--- src/hw/rtl/assert_macros.svh ---
// Assertion helpers shared by the RTL files.
`ifndef ASSERT_MACROS_SVH
`define ASSERT_MACROS_SVH

// Checked on every rising edge outside reset.
`define ITF_ASSERT(name, prop, msg) \
  name: assert property (@(posedge clk) disable iff (rst) prop) else $error(msg);

// Checked on every rising edge, reset included.
`define ITF_ASSERT_ALWAYS(name, prop, msg) \
  name: assert property (@(posedge clk) prop) else $error(msg);

`endif

--- src/hw/rtl/itf_pkg.sv ---
`default_nettype none
package itf_pkg;

  localparam int WINDOW_LENGTH_DEF = 5;
  localparam int CORDIC_STEPS_DEF  = 16;
  localparam int CORDIC_MAX_STEPS  = 24;

  localparam int CW     = 36;
  localparam int ZW     = 26;
  localparam int MUL_AW = 36;
  localparam int MUL_BW = 25;
  localparam int PW     = MUL_AW + MUL_BW;
  localparam int ACC_W  = PW + 1;

  localparam logic [16:0] INV_GAIN_Q16 = 17'd39797;
  localparam logic [16:0] ALPHA_ONE    = 17'd65536;

  localparam logic [2:0] CFG_ACCEL_SMOOTHING = 3'd0;
  localparam logic [2:0] CFG_GYRO_SMOOTHING  = 3'd1;
  localparam logic [2:0] CFG_YAW_STEP        = 3'd2;
  localparam logic [2:0] CFG_ACCEL_GAIN      = 3'd3;
  localparam logic [2:0] CFG_GYRO_GAIN       = 3'd4;

  localparam logic [16:0] ACCEL_SMOOTHING_RST = 17'd6554;
  localparam logic [16:0] GYRO_SMOOTHING_RST  = 17'd6554;
  localparam logic [15:0] YAW_STEP_RST        = 16'd655;
  localparam logic [23:0] ACCEL_GAIN_RST      = 24'd10045;
  localparam logic [15:0] GYRO_GAIN_RST       = 16'd256;

  // Arctangent of 2^-i in 1/65536 degree.
  localparam logic [21:0] ATAN_Q16 [CORDIC_MAX_STEPS] = '{
    22'd2949120, 22'd1740967, 22'd919879, 22'd466945, 22'd234379, 22'd117304,
    22'd58666, 22'd29335, 22'd14668, 22'd7334, 22'd3667, 22'd1833,
    22'd917, 22'd458, 22'd229, 22'd115, 22'd57, 22'd29,
    22'd14, 22'd7, 22'd4, 22'd2, 22'd1, 22'd0
  };

endpackage
`default_nettype wire

--- src/hw/rtl/itf_mul.sv ---
`default_nettype none
module itf_mul
  import itf_pkg::*;
(
  input  wire                     clk,
  input  wire signed [MUL_AW-1:0] a,
  input  wire signed [MUL_BW-1:0] b,
  output logic signed [PW-1:0]    p
);

  always_ff @(posedge clk) begin
    p <= a * b;
  end

endmodule
`default_nettype wire

--- config.mk ---
export PLATFORM = sky130hd
export DESIGN_NAME = itf_mul
export DESIGN_NICKNAME = d
export VERILOG_FILES = /design/src/hw/rtl/assert_macros.svh /design/src/hw/rtl/itf_pkg.sv /design/src/hw/rtl/itf_mul.sv
export SDC_FILE = /design/constraint.sdc
export NUM_CORES = 2
export LEC_CHECK = 0
export BUFFER_PORTS_ARGS = -buffer_cell sky130_fd_sc_hd__buf_2
export CORE_MARGIN = 2
export CORE_UTILIZATION = 35
export DETAILED_ROUTE_END_ITERATION = 8
export PLACE_DENSITY_LB_ADDON = 0.1
export SYNTH_ARGS = -nofsm -noshare
export SYNTH_HDL_FRONTEND = slang
export SYNTH_SLANG_ARGS = --single-unit
--- constraint.sdc ---
create_clock -name clk -period 12.7 [get_ports clk]
set_input_delay 2.54 -clock clk [delete_from_list [all_inputs] [get_ports clk]]
set_output_delay 2.54 -clock clk [all_outputs]
set_load 0.02 [all_outputs]
; Yosys cells after proc, flatten, opt, wreduce, memory -nomap -nowiden
; Index checks and enable logic that the tools add are counted.
[totals]
output_inout_bits = 61
ff_bits = 61
inputBits = 62
wordCells = 2
[op_classes]
n_mul = 1
[op_table]
columns = operator, count
row1 = $mul 36x25->61, 1

; Longest topological paths before layout
[logic_depth]
ltp_word = 1
depth_mapped = 27
depth_no_buf = 25

; Least setup slack after synthesis
; OpenSTA, ideal clock, no wires.
[synth_path]
path_type = input to register
start = input port b[5]
end = register p[59]
path_stages = 26
n_path_buf = 3
arrival_ns = 8.967
required_ns = 12.566
slack_ns = 3.599
setup_ns = 0.134
cell_sequence = clkbuf_1 clkbuf_1 nand2_1 fa_1 inv_1 fa_1 inv_1 fa_1 fa_1 inv_1 fa_1 fa_1 inv_1 fa_1 inv_1 ha_1 buf_2 a21o_1 a21o_1 a21oi_1 a2bb2oi_1 a31o_2 a21oi_4 a31o_4 nor4bb_1 or4_1
[synth_via]
elab_chain_len = 1
[synth_rtl]
columns = item, line_no
row1 = "start, declared", itf_mul.sv:7  ; input wire signed [MUL_BW-1:0] b,
row2 = $mul 36x25->61, itf_mul.sv:12  ; p <= a * b;
row3 = "end signal, assigned", itf_mul.sv:12
row4 = "end, declared", itf_mul.sv:8  ; output logic signed [PW-1:0] p
; Every way passes these cells.

; Worst setup path after layout
[layout_path]
start = input port b[4]
end = register p[49]
; The elaborated chain is that of the path after synthesis.

==> results.md <==
* Status: finished clean
* Top reg by flops: p
* Max Slew Vio Count at 0
* Distinct cells, synth at 69
* CP peak stage delay at 790 ps
* Root Buffer: clkbuf_16
* Filler cells at 9783
* Final setup vio count at 0
* Worst EP required at 13000 ps
* CORE AREA at 93000 um2
* Vias at 22400
* CTS Buf Count at 9
* Post-CTS Setup Repair Bufs at 0
* Tmin final at 10140 ps
* Post-DP HPWL at 78000 um
* CTS resizes at 0
* Clock buffer depth at 2
* Initial core utilization at 35.2%
* Clock transition at the registers of the reported paths at 60 ps
* Final Hold Slack at 2800 ps
* Final RePlAce weighted congestion at 0.818
* Synthesized area at 32800 um2
* Vias in the first global route at 25300
* Worst-Margin Slew at 1020 ps
* Largest regs: p x61
* # DRC at 0
* Critical path endpoint category: register
* Top delay family on crit path: adder cells
* Crit Path Class: in -> reg
* Max Cap Violations at 0
* Unrepaired setup endpoints after global routing: no
* CTS tree: done
* Seq/Total Area, Yosys at 3.72%
* FFs w/ async S/R, synth at 0%
* I/O pin count at 123
* Drt total wl at 97400 um
* CP max-delay cell: o31ai_1
* Non-Filler Instances at 4763
* Area leader, netlist: fa_1
* Fmax at 98.6 MHz
* Synth top area share at 55.6%
* Yosys warning total at 0
* Initial DRC count at 965
* EDFF count, synth at 0
* Mapped Cells at 3529
* Layout area overhead at 5.85%
* Vias per cell at 4.69
* # clock sinks at 61
* I/O Buffers at 122
* Slew HR at 32.1%
* First-pass GRT wire length at 155000 um
* Setup TNS at 0 ps
* DRT Pass-1 Iters at 5
* Final hold vios at 0
* Hold/Removal Path Class: in -> reg
* Arr. time, crit path at 10440 ps
* Die width at 310 um
* Post-synthesis register bit count at 61
* DRT antenna net count at 0
* Worst-path fanout max at 25
* # nets final at 4638
* Pin count of the biggest net entering global routing at 37
* Startpoint types: input pin
* CP dominant cell by count: fa_1
* H-tree Lvls at 3
* Syn Area/Cell at 9.29 um2
* Syn Nets at 4665
* Hold buffer count at CTS at 0
* Die Ht at 310 um
* Top FF cell, synth: dfxtp_1
* Total gr overflow at 0
* Synth area leaders: fa_1 56%, inv_1 10%, and2_1 8.7%
* Antenna violations before repair at 14
* Layout cells sized above 1 at 5.02%
* GRT Total Usage at 21.6%
* WP buf/inv at 7
* Most common cell after layout, fill and taps aside: fa_1
* Commonest non-fill, non-tap cells in the layout: 911 x fa_1, 909 x inv_1, 458 x and2_1
* Final Cycle Share at 79.9%
* Total die area at 96100 um2
* Drt wl/cell at 20.4 um
* Site row count at 112
* Max FFs per register at 61
* Placed Cells at 4745
==> worst paths after layout <==
kind / cells past startpoint / start / end
max: 25 / b[4] / p[49]
min: 2 / a[0] / p[0]
==> cells by family after synthesis <==
| logic type | Yosys count | share of synthesized area [%] |
|---|---|---|
| AND/OR/NAND/NOR | 1044 | 16.0 |
| buffers and inverters | 1092 | 12.6 |
| XOR/XNOR | 64 | 1.71 |
| multiplexers | 1 | 0.0305 |
| flip-flops | 61 | 3.72 |
| AO/OA/AOI/OAI | 193 | 4.05 |
| adder cells (fa/ha/maj) | 1074 | 61.8 |
==> cells in the mapped netlist, types with 5 or more instances <==
| cell type | number |
|---|---|
| ha_1 | 163 |
| o21bai_1 | 11 |
| nand4_1 | 14 |
| dfxtp_1 | 61 |
| nor2b_1 | 8 |
| o21ai_0 | 27 |
| nand2b_1 | 15 |
| clkbuf_1 | 170 |
| a21oi_1 | 62 |
| a211oi_1 | 6 |
| xnor2_1 | 45 |
| inv_1 | 909 |
| a31oi_1 | 7 |
| buf_2 | 10 |
| xor2_1 | 19 |
| o21a_1 | 5 |
| nor2_1 | 65 |
| nor3_1 | 9 |
| nand3_1 | 8 |
| fa_1 | 911 |
| nand2_1 | 450 |
| o31ai_1 | 6 |
| and2_1 | 458 |
| o211ai_1 | 7 |
| a21o_1 | 30 |
==> final cells by class <==
| class | instances | area (um2) | share of cell area (%) |
|---|---|---|---|
| flip-flops and latches | 61 | 1220 | 3.52 |
| repair buffers | 145 | 783 | 2.26 |
| multi-input cells | 2376 | 27400 | 79.0 |
| well taps | 1254 | 1570 | 4.52 |
| inverters | 909 | 3410 | 9.83 |
| diodes | 2 | 5.00 | 0.0144 |
| clock inverters | 7 | 57.6 | 0.166 |
| clock buffers | 9 | 225 | 0.649 |
==> through the flow <==
step / utilization (%) / worst slack [ps] / cell area (um2)
floorplan: - / 3600 / 32800
global placement: 37.0 / 2140 / 34400
detailed placement: 37.0 / 2190 / 34400
CTS: 37.3 / 2610 / 34700
global route: 37.3 / 2150 / 34700
finish: 37.3 / 2560 / 34700
==> routing by layer <==
| metal | vias up | global-route usage (%) | wire [um] |
|---|---|---|---|
| met5 | - | 0 | 103 |
| met4 | 18 | 4.22 | 1480 |
| met3 | 78 | 1.98 | 3310 |
| met2 | 348 | 38.5 | 50100 |
| met1 | 11900 | 28.8 | 42400 |
| li1 | 9972 | - | - |
Power is not shown: default switching activity piles up to over one toggle a cycle in this logic, so the estimate is an artifact.
