**src/hw/rtl/assert_macros.svh**
```systemverilog
// Assertion helpers shared by the RTL files.
`ifndef ASSERT_MACROS_SVH
`define ASSERT_MACROS_SVH

// Checked on every rising edge outside reset.
`define ITF_ASSERT(name, prop, msg) \
  name: assert property (@(posedge clk) disable iff (rst) prop) else $error(msg);

// Checked on every rising edge, reset included.
`define ITF_ASSERT_ALWAYS(name, prop, msg) \
  name: assert property (@(posedge clk) prop) else $error(msg);

`endif

```
**src/hw/rtl/itf_pkg.sv**
```systemverilog
`default_nettype none
package itf_pkg;

  localparam int WINDOW_LENGTH_DEF = 5;
  localparam int CORDIC_STEPS_DEF  = 16;
  localparam int CORDIC_MAX_STEPS  = 24;

  localparam int CW     = 36;
  localparam int ZW     = 26;
  localparam int MUL_AW = 36;
  localparam int MUL_BW = 25;
  localparam int PW     = MUL_AW + MUL_BW;
  localparam int ACC_W  = PW + 1;

  localparam logic [16:0] INV_GAIN_Q16 = 17'd39797;
  localparam logic [16:0] ALPHA_ONE    = 17'd65536;

  localparam logic [2:0] CFG_ACCEL_SMOOTHING = 3'd0;
  localparam logic [2:0] CFG_GYRO_SMOOTHING  = 3'd1;
  localparam logic [2:0] CFG_YAW_STEP        = 3'd2;
  localparam logic [2:0] CFG_ACCEL_GAIN      = 3'd3;
  localparam logic [2:0] CFG_GYRO_GAIN       = 3'd4;

  localparam logic [16:0] ACCEL_SMOOTHING_RST = 17'd6554;
  localparam logic [16:0] GYRO_SMOOTHING_RST  = 17'd6554;
  localparam logic [15:0] YAW_STEP_RST        = 16'd655;
  localparam logic [23:0] ACCEL_GAIN_RST      = 24'd10045;
  localparam logic [15:0] GYRO_GAIN_RST       = 16'd256;

  // Arctangent of 2^-i in 1/65536 degree.
  localparam logic [21:0] ATAN_Q16 [CORDIC_MAX_STEPS] = '{
    22'd2949120, 22'd1740967, 22'd919879, 22'd466945, 22'd234379, 22'd117304,
    22'd58666, 22'd29335, 22'd14668, 22'd7334, 22'd3667, 22'd1833,
    22'd917, 22'd458, 22'd229, 22'd115, 22'd57, 22'd29,
    22'd14, 22'd7, 22'd4, 22'd2, 22'd1, 22'd0
  };

endpackage
`default_nettype wire

```
**src/hw/rtl/itf_cordic.sv**
```systemverilog
`default_nettype none
module itf_cordic
  import itf_pkg::*;
#(
  parameter int CORDIC_STEPS = CORDIC_STEPS_DEF
) (
  input  wire                 clk,
  input  wire                 rst,
  input  wire                 start,
  input  wire signed [CW-1:0] x0,
  input  wire signed [CW-1:0] y0,
  output logic signed [CW-1:0] x,
  output logic signed [ZW-1:0] z,
  output logic                done
);

  `include "assert_macros.svh"

  localparam int N  = (CORDIC_STEPS < CORDIC_MAX_STEPS) ? CORDIC_STEPS : CORDIC_MAX_STEPS;
  localparam int IW = $clog2(N);

  logic signed [CW-1:0] y;
  logic [IW-1:0] i;
  logic busy;
  logic signed [CW-1:0] dx, dy;
  logic signed [ZW-1:0] da;

  assign dx = y >>> i;
  assign dy = x >>> i;
  assign da = ZW'(ATAN_Q16[5'(i)]);

  always_ff @(posedge clk) begin
    if (rst) begin
      busy <= 1'b0;
      done <= 1'b0;
    end else begin
      done <= 1'b0;
      if (start) begin
        busy <= 1'b1;
      end else if (busy && i == IW'(N - 1)) begin
        busy <= 1'b0;
        done <= 1'b1;
      end
    end
  end

  always_ff @(posedge clk) begin
    if (start) begin
      x <= x0;
      y <= y0;
      z <= '0;
      i <= '0;
    end else if (busy) begin
      if (!y[CW-1]) begin
        x <= x + dx;
        y <= y - dy;
        z <= z + da;
      end else begin
        x <= x - dx;
        y <= y + dy;
        z <= z - da;
      end
      i <= i + IW'(1);
    end
  end

  `ITF_ASSERT(a_no_restart, start |-> !busy, "CORDIC restarted while busy")
  `ITF_ASSERT(a_done_idle, done |-> !busy && $past(busy), "CORDIC done without a pass")

endmodule
`default_nettype wire

```
**config.mk**
```make
export PLATFORM = sky130hd
export DESIGN_NAME = itf_cordic
export DESIGN_NICKNAME = d
export VERILOG_FILES = /design/src/hw/rtl/itf_pkg.sv /design/src/hw/rtl/itf_cordic.sv
export VERILOG_INCLUDE_DIRS = /design/src /design/src/hw/rtl
export SDC_FILE = /design/constraint.sdc
export NUM_CORES = 1
export LEC_CHECK = 0
export ABC_CLOCK_PERIOD_IN_PS = 6180
export BUFFER_PORTS_ARGS = -buffer_cell sky130_fd_sc_hd__clkbuf_2
export CAP_MARGIN = 20
export CORE_MARGIN = 2
export CORE_UTILIZATION = 34
export DETAILED_ROUTE_END_ITERATION = 6
export PLACE_DENSITY_LB_ADDON = 0.25
export SYNTH_ARGS = -nofsm -noshare
export SYNTH_HDL_FRONTEND = slang
export SYNTH_SLANG_ARGS = --single-unit
```
**constraint.sdc**
```tcl
create_clock -name clk -period 6.18 [get_ports clk]
set_input_delay 1.236 -clock clk [delete_from_list [all_inputs] [get_ports clk]]
set_output_delay 1.236 -clock clk [all_outputs]
set_load 0.05 [all_outputs]
```
# Word-level counts from Yosys, hierarchy flattened
# Memory sizes are Yosys's and may differ from the RTL's.
# Index checks and enable logic that the tools add are counted.
totals:
  regBits: 104
  memories: 1
  mem_bits_ro: 704
  word_cells: 35
  in_bits: 75
op_classes:
  n_lt_le_gt_ge: 1
  mux: 12
  bitwise: 1
  addsub: 7
  n_reduce_logical: 4
  shifts: 2
  n_eq_ne: 1
mem_list:
  columns: ["memory", "words", "width", "read_ports", "rd_clocked_by_memory_dff", "write_ports", "line", "rtl"]
  rows:
  - ["(name not given)", 32, 22, 1, 0, 0, "itf_cordic.sv:30", "assign da = ZW'(ATAN_Q16[5'(i)]);"]
ops:
  columns: ["op", "n"]
  rows:
  - ["36-bit two-way mux", 6]
  - ["36-bit adder", 2]
  - ["36-bit by 4-bit >>> shifter with 36-bit output", 2]
  - ["36-bit subtractor", 2]
  - ["22-bit two-way mux", 2]
  - ["26-bit by 23-bit adder with 26-bit output", 1]
  - ["26-bit two-way mux", 1]
  - ["26-bit by 23-bit subtractor with 26-bit output", 1]
  - ["6-bit greater-or-equal comparator (second input constant)", 1]
  - ["4-bit NOT with 6-bit output", 1]
  - ["4-bit by 1-bit adder with 4-bit output (second input constant)", 1]
  - ["4-bit equality test (second input constant)", 1]
  - ["2-bit nonzero test", 2]
  - ["1-bit two-way mux", 3]
  - ["2-bit OR reduction", 1]
  - ["1-bit logical AND", 1]

# Depth between registers and ports, before layout
# Gate-level depths: netlist of run 1.
logic_depth:
  ltp_word: 6
  mapped_depth: 28
  depth_no_buf: 21

# Worst setup path after synthesis of run 1
# OpenSTA, ideal clock, no wires.
synth_path:
  path_type: "reg2reg"
  from: "register i[0]"
  to: "register z[25]"
  path_stages_with_launch: 26
  n_path_buf: 5
  t_arrival_ns: 5.567
  period_less_slack_ns: 5.688
  slack_ns: 0.492
  cell_sequence: "dfxtp_1 -> buf_2 -> inv_2 -> clkbuf_1 -> clkbuf_1 -> clkbuf_1 -> ha_1 -> clkbuf_1 -> nor2_1 -> o31ai_1 -> ha_1 -> and2_1 -> a31oi_1 -> nor2_1 -> o31ai_1 -> a31o_2 -> xnor2_1 -> ha_1 -> nand3_1 -> or3_1 -> a21oi_1 -> o211ai_1 -> and2_1 -> o21a_1 -> o211ai_1 -> mux2_2"
synth_between:
  elab_chain_cells: 6
synth_lines:
  columns: ["element", "line", "rtl"]
  rows:
  - ["from (decl)", "itf_cordic.sv:23", "logic [IW-1:0] i;"]
  - ["from (signal assigned)", "itf_cordic.sv:63", "i <= i + IW'(1);"]
  - ["4-bit NOT with 6-bit output (implied by the code) (*)", "itf_cordic.sv:30", null]
  - ["memory 32 x 22 bit (*)", null, null]
  - ["22-bit two-way mux (implied by the code) (*) (2 in series)", "itf_cordic.sv:30", null]
  - ["26-bit by 23-bit adder with 26-bit output or 26-bit by 23-bit subtractor with 26-bit output (tied branches)", "itf_cordic.sv:57, itf_cordic.sv:61", null]
  - ["26-bit two-way mux (*)", "itf_cordic.sv:54", "if (!y[CW-1]) begin"]
  - ["to (signal assigned)", "itf_cordic.sv:57", "z <= z + da;"]
  - ["to (signal assigned)", "itf_cordic.sv:61", "z <= z - da;"]
  - ["to (decl)", "itf_cordic.sv:13", "output logic signed [ZW-1:0] z,"]
# Every way passes the cells marked *; elsewhere a longest branch is shown, timed or not. The select of a mux whose other input is x is not followed.
# A chain may end at the register's enable or synchronous reset.

# Worst setup path after layout of run 1
layout_path:
  from: "register i[1]"
  to: "register y[35] (data pin)"
layout_between:
  elab_chain_cells: 5
layout_lines:
  columns: ["element", "line", "rtl"]
  rows:
  - ["36-bit by 4-bit >>> shifter with 36-bit output (*)", "itf_cordic.sv:29", "assign dy = x >>> i;"]
  - ["36-bit subtractor or 36-bit adder (tied branches)", "itf_cordic.sv:56, itf_cordic.sv:60", null]
  - ["36-bit two-way mux (*)", "itf_cordic.sv:54", null]
  - ["36-bit two-way mux (*)", "itf_cordic.sv:53", "end else if (busy) begin"]
  - ["36-bit two-way mux (*)", "itf_cordic.sv:48", "if (start) begin"]
  - ["to (signal assigned)", "itf_cordic.sv:50", "y <= y0;"]
  - ["to (signal assigned)", "itf_cordic.sv:56", "y <= y - dy;"]
  - ["to (signal assigned)", "itf_cordic.sv:60", "y <= y + dy;"]
  - ["to (decl)", "itf_cordic.sv:22", "logic signed [CW-1:0] y;"]
# Marks and branches as above.

==> results.py, run 1 <==
metrics = {
    "outcome": {
        "status": "complete, no violations",
    },
    "floorplanning": {
        "start_util": 0.3461,
        "die_h_um": 216.9,
        "core_area_sq_um": 44510,
        "row_count": 77,
        "die-area_sq_um": 47020,
        "fp.dieW_um": 216.9,
        "io_pins": 138,
    },
    "hold_path": {
        "min_path_type": "reg2reg",
        "hold_path_depth": 2,
        "worstHoldStart": "z[5]",
    },
    "yosys": {
        "yosysWarnings": 0,
        "async_reset_ff_frac": 0,
        "synth_fp_nets": 2085,
        "synth_ff_type": "edfxtp_1",
        "syn_inst": 1902,
        "synth_edf_count": 72,
        "syn_area_sq_um": 15400,
        "ys_seq_area_frac": 0.1820,
        "synth_seq_cells": 104,
        "synth_cell_types": 89,
        "synth_area_per_cell_sq_um": 8.099,
    },
    "final_layout": {
        "syn_to_final_growth_pct": 13.05,
        "drive_above_1_share": 0.1738,
        "num_antenna_cells": 0,
        "layout.cells.most_common": "nand2_1",
        "layout_common_cells": "206 x nand2_1, 166 x nor2_1, 148 x a21oi_1, 141 x o21ai_0, 136 x clkbuf_2",
        "finalNonFillerCells": 2617,
        "design_area_sq_um": 17410,
        "final_nets": 2203,
    },
    "clock_network": {
        "cts_buffer_depth": 2,
        "cts-root-buf": "clkbuf_16",
        "cts.reportedPaths.clkPinSlew_ns": 0.09,
        "numCtsBuffers": 9,
        "hold_buffers": 0,
        "clk-insertion-delay-late_ns": 0.42,
        "cts_tree": "built",
        "clock-sinks": 104,
        "h-tree-depth": 3,
    },
    "global_routing": {
        "grt_use_total": 0.2508,
        "grt_start_max_net_pins": 105,
        "antenna_found_initial": 1,
        "grt_first_pass_wirelength_um": 90670,
        "grt_pass1_vias": 15170,
        "overflow": 0,
    },
    "critical_path": {
        "worstSetupStartpoint": "i[1]",
        "cp.required_ns": 6.46,
        "cp_max_fo": 52,
        "crit_arrival_ns": 6.11,
        "worstRegToRegCells": 19,
        "worst_setup_path_start_kind": "flop",
        "end_kind": "flop",
        "reg2reg_from": "i[1]",
        "criticalPathCategory": "reg2reg",
    },
    "timing": {
        "fin_skew_ns": 0.01643,
        "post-route-period-util": 0.9432,
        "worst_pin_slew_ns": 0.9075,
        "max_freq_mhz": 171.6,
        "drv_slew": 0,
        "min_period_ns": 5.829,
        "slew_headroom": 0.3943,
        "hold_viol": 0,
        "layout_setup_ws_ns": 0.3508,
        "rsz0062_at_grt": "true",
        "setup_viol": 0,
        "fin_hold_ws_ns": 0.5113,
    },
    "routing": {
        "vias": 15760,
        "dr.pass1.iters": 5,
        "drc": 0,
        "wl_per_cell_um": 22.93,
        "wl_um": 60010,
        "vias_per_cell": 6.022,
        "ant_nets": 0,
        "drt_iter0_drc": 1620,
    },
    "place": {
        "place_inst": 2600,
        "gp_congestion": 0.9773,
        "dpl_cell_area_sq_um": 17040,
        "dpl.hpwl_um": 46790,
        "post-place-ws_ns": 0.2201,
        "portBuffers": 137,
    },
    "run": {
        "maxCapViolations": 0,
    },
}
-- cell usage after synthesis, types with 9 or more instances --
| cell | count | area [sq um] |
|---|---|---|
| a31oi_1 | 27 | 168.9 |
| mux2_1 | 15 | 168.9 |
| o31ai_1 | 20 | 150.1 |
| buf_2 | 16 | 80.08 |
| nand3_1 | 46 | 230.2 |
| o211ai_1 | 24 | 180.2 |
| nand4_1 | 10 | 62.56 |
| inv_1 | 47 | 176.4 |
| a21oi_1 | 148 | 740.7 |
| or3_1 | 9 | 56.30 |
| a221oi_1 | 11 | 96.34 |
| a22oi_1 | 12 | 90.09 |
| nand2_1 | 206 | 773.2 |
| edfxtp_1 | 72 | 2162 |
| ha_1 | 105 | 1314 |
| nor2b_1 | 18 | 112.6 |
| mux2i_1 | 118 | 1181 |
| dfxtp_1 | 32 | 640.6 |
| nand2b_1 | 24 | 150.1 |
| mux2_2 | 22 | 247.7 |
| and2_1 | 13 | 81.33 |
| o22ai_1 | 17 | 106.4 |
| xor2_1 | 66 | 578.1 |
| nor3_1 | 44 | 220.2 |
| o21ai_0 | 141 | 705.7 |
| a21o_1 | 25 | 187.7 |
| and3_1 | 17 | 106.4 |
| clkbuf_1 | 65 | 244.0 |
| nor2_1 | 166 | 623.1 |
| o21ai_1 | 10 | 50.05 |
| xnor2_1 | 75 | 656.9 |
| buf_1 | 24 | 90.09 |
| mux4_2 | 54 | 1216 |
| o21a_1 | 23 | 172.7 |
| a211oi_1 | 24 | 180.2 |
-- through the flow --
step | setup TNS [ns] | utilization
after floorplan | 0 | -
after global placement | 0 | 0.3829
after detailed placement | 0 | 0.3829
after CTS | 0 | 0.3901
after global routing | -0.1356 | 0.3912
final | 0 | 0.3912
-- flip-flops by register name, indices dropped and copies added (netlist names) --
| register | count |
|---|---|
| i | 4 |
| done | 1 |
| busy | 1 |
| y | 36 |
| z | 26 |
| x | 36 |
-- layer usage --
layer / vias up / wire, um / track usage
li1: 7388 / - / -
met1: 7613 / 26470 / 0.3341
met2: 641 / 27160 / 0.4041
met3: 118 / 4038 / 0.04193
met4: 0 / 2340 / 0.1007
met5: - / 0 / 0
-- path summary, 6_finish.rpt --
path,to,slack [ns]
max,y[35],0.35
min,z[5],0.51
max reg2reg,y[35],0.35
min reg2reg,z[5],0.51
-- cells by family after synthesis --
logic type               synth area share
buffers and inverters             0.04443
multiplexers                       0.1827
AND/OR/NAND/NOR                    0.1812
AO/OA/AOI/OAI                      0.2388
adder cells (fa/ha/maj)           0.08919
XOR/XNOR                          0.08172
flip-flops                         0.1820
-- repair_timing --
item | CTS | global route
setup buffers | 0 | 1
gates resized for setup | 0 | 9
setup endpoints to repair | 0 | 7
-- critical path, cell delays in order, from the launching register on --
cell and delay (ns):
dfxtp_4 0.52, buf_12 0.33, mux4_2 0.57, mux2_2 0.32
o32ai_1 0.55, nand3b_1 0.27, nor3b_1 0.34, buf_4 0.20
nor2_1 0.05, xnor2_1 0.29, ha_1 0.34, a21oi_1 0.19
o311ai_0 0.17, o21ai_0 0.27, o21ai_0 0.10, a21oi_1 0.27
a21oi_1 0.16, a211oi_2 0.31, xor3_1 0.27, o21ai_1 0.12
-- area by class of cell --
cell class,count,area (sq um)
Clock buffer,11,275.3
Tap cell,592,740.7
Multi-Input combinational cell,1633,11950
Clock inverter,5,42.54
Sequential cell,104,2819
Fill cell,4648,27100
Timing Repair Buffer,221,1400
Inverter,51,191.4
Power of run 1 is not shown: default switching activity piles up to over one toggle a cycle in this logic, so the estimate is an artifact.
==> inputs of run 2 (changes only) <==
--- a/config.mk
+++ b/config.mk
@@ -6,11 +6,12 @@
 export SDC_FILE = /design/constraint.sdc
 export NUM_CORES = 1
 export LEC_CHECK = 0
-export ABC_CLOCK_PERIOD_IN_PS = 6180
 export BUFFER_PORTS_ARGS = -buffer_cell sky130_fd_sc_hd__clkbuf_2
 export CAP_MARGIN = 20
 export CORE_MARGIN = 2
 export CORE_UTILIZATION = 34
+export CTS_BUF_LIST = sky130_fd_sc_hd__clkbuf_4 sky130_fd_sc_hd__clkbuf_8
+export CTS_CLUSTER_SIZE = 10
 export DETAILED_ROUTE_END_ITERATION = 6
 export PLACE_DENSITY_LB_ADDON = 0.25
 export SYNTH_ARGS = -nofsm -noshare
==> run 2 against run 1 <==
Critical path depth is 1 higher. Final cell count grew 0.23%. Non-clock buffer count increased by 5. First-iteration DRC count decreased by 1.5%. Core utilization fell by 0.12 points. Die area stayed put. Hold slack gained 0.0046 ns. Global-route usage about the same. Via count grew 0.60%. Flip-flop and latch count is the same. Critical path type unchanged.
==> results.py, run 2 (synthesis gave the netlist of run 1 again) <==
metrics = {
    "routing": {
        "vias_per_cell": 6.045,
        "dr.pass1.iters": 5,
        "wl_per_cell_um": 22.78,
        "wl_um": 59740,
        "drt_iter0_drc": 1596,
        "drc": 0,
        "ant_nets": 0,
        "vias": 15860,
    },
    "timing": {
        "max_freq_mhz": 170.3,
        "slew_headroom": 0.4033,
        "drv_slew": 0,
        "hold_viol": 0,
        "min_period_ns": 5.872,
        "worst_pin_slew_ns": 0.8941,
        "post-route-period-util": 0.9502,
        "rsz0062_at_grt": "true",
        "setup_viol": 0,
        "fin_skew_ns": 0.02370,
    },
    "final_layout": {
        "syn_to_final_growth_pct": 12.72,
        "reg_top3": "x (36), y (36), z (26)",
        "drive_above_1_share": 0.1764,
        "layout_common_cells": "206 x nand2_1, 166 x nor2_1, 148 x a21oi_1, 141 x o21ai_0, 136 x clkbuf_2",
        "final_nets": 2208,
        "layout.cells.most_common": "nand2_1",
        "fillCellCount": 4661,
        "fin_util": 0.3901,
    },
    "global_routing": {
        "grt_use_total": 0.2509,
        "overflow": 0,
        "grt_first_pass_wirelength_um": 90720,
        "antenna_found_initial": 1,
        "grt_pass1_vias": 15140,
        "grt_start_max_net_pins": 105,
    },
    "clock_network": {
        "cts-root-buf": "clkbuf_8",
        "numCtsBuffers": 9,
        "cts_buffer_depth": 2,
        "cts_tree": "built",
        "clock-sinks": 104,
        "cts.reportedPaths.clkPinSlew_ns": 0.13,
        "h-tree-depth": 3,
        "clk-insertion-delay-late_ns": 0.49,
    },
    "hold_path": {
        "min_to": "z[0]",
        "min_path_type": "reg2reg",
        "worstHoldStart": "z[0]",
        "hold_path_depth": 2,
    },
    "floorplanning": {
        "row_count": 77,
        "fp.dieW_um": 216.9,
        "start_util": 0.3461,
        "io_pins": 138,
        "die_h_um": 216.9,
        "die-area_sq_um": 47020,
        "core_area_sq_um": 44510,
    },
    "run": {
        "maxCapViolations": 0,
    },
    "critical_path": {
        "worstRegToRegCells": 20,
        "cp.required_ns": 6.48,
        "worst_setup_path_start_kind": "flop",
        "criticalPathCategory": "reg2reg",
        "reg2reg_from": "i[2]",
        "end_kind": "flop",
        "cp_max_fo": 41,
        "crit_arrival_ns": 6.18,
        "r2r_slack_ns": 0.31,
        "rr_endpoint": "x[32]",
    },
    "place": {
        "gp_congestion": 0.9773,
        "portBuffers": 137,
        "dpl.hpwl_um": 46790,
    },
    "outcome": {
        "status": "complete, no violations",
    },
}
==> run 2: cell count changes in the layout (fill, tap and decap cells not counted), moves of 2 or more <==
cell / change
clkbuf_8: +9
bufinv_16: +2
clkbuf_16: -11
buf_4: +6
==> run 2: final cells by class <==
type	count	area, sq um	area share
Clock buffer	9	123.9	0.007134
Multi-Input combinational cell	1633	11950	0.6884
Sequential cell	104	2819	0.1624
Clock inverter	7	102.6	0.005909
Timing Repair Buffer	226	1430	0.08237
Inverter	51	191.4	0.01103
Tap cell	592	740.7	0.04266
Antenna cell	1	2.502	0.0001441
==> run 2: routing by layer <==
| layer | share of wire | vias to the layer above | GRT usage |
|---|---|---|---|
| met3 | 0.063 | 131 | 0.03885 |
| met2 | 0.45 | 645 | 0.4043 |
| met4 | 0.039 | 0 | 0.09909 |
| met5 | 0 | - | 0 |
| li1 | - | 7402 | - |
| met1 | 0.45 | 7677 | 0.3366 |
==> run 2: critical path, cell delays in order, from the launching register on <==
cell and delay (ns):
dfxtp_4 0.57, buf_12 0.31, mux2_1 0.39, a22oi_1 0.36, o21ai_0 0.31, o21ai_1 0.45
nand4_2 0.23, nor3_1 0.29, buf_4 0.18, nor3_1 0.04, a311oi_1 0.26, o22ai_1 0.11
ha_1 0.38, nor2b_1 0.16, o21ai_0 0.15, o311ai_0 0.16, a221o_1 0.40, o221ai_1 0.29
a21boi_0 0.18, o21a_1 0.20, o31ai_1 0.22
==> run 2: how the worst max path moves through the flow <==
stage / end / start / slack, ns
6_report: x[32] / i[2] / 0.31
3_3_place_gp: y[35] / i[0] / 0.05
2_1_floorplan: z[25] / i[0] / 0.49
4_1_cts: y[35] / i[0] / 0.17
5_1_grt: y[35] / i[2] / -0.06
3_5_place_dp: y[35] / i[0] / 0.22
==> run 2: metrics by stage <==
| step | hold slack, ns | std cells | cell area [sq um] | worst slack [ns] | setup TNS (ns) |
|---|---|---|---|---|---|
| 2_1_floorplan | 0.6689 | 1902 | 15400 | 0.4919 | 0 |
| 3_3_place_gp | 0.4927 | 2600 | 17040 | 0.05054 | 0 |
| 3_5_place_dp | 0.5019 | 2600 | 17040 | 0.2201 | 0 |
| 4_1_cts | 0.5176 | 2616 | 17270 | 0.1741 | 0 |
| 5_1_grt | 0.5552 | 2623 | 17360 | -0.05853 | -0.06790 |
| 6_report | 0.5159 | 2623 | 17360 | 0.3077 | 0 |
==> run 2: what timing repair did <==
item / CTS / global route
gates resized for setup: 0 / 10
hold buffers: 0 / 0
setup endpoints to repair: 0 / 8
buffers inserted: 0 / 6
Power of run 2 is left out for the same reason.
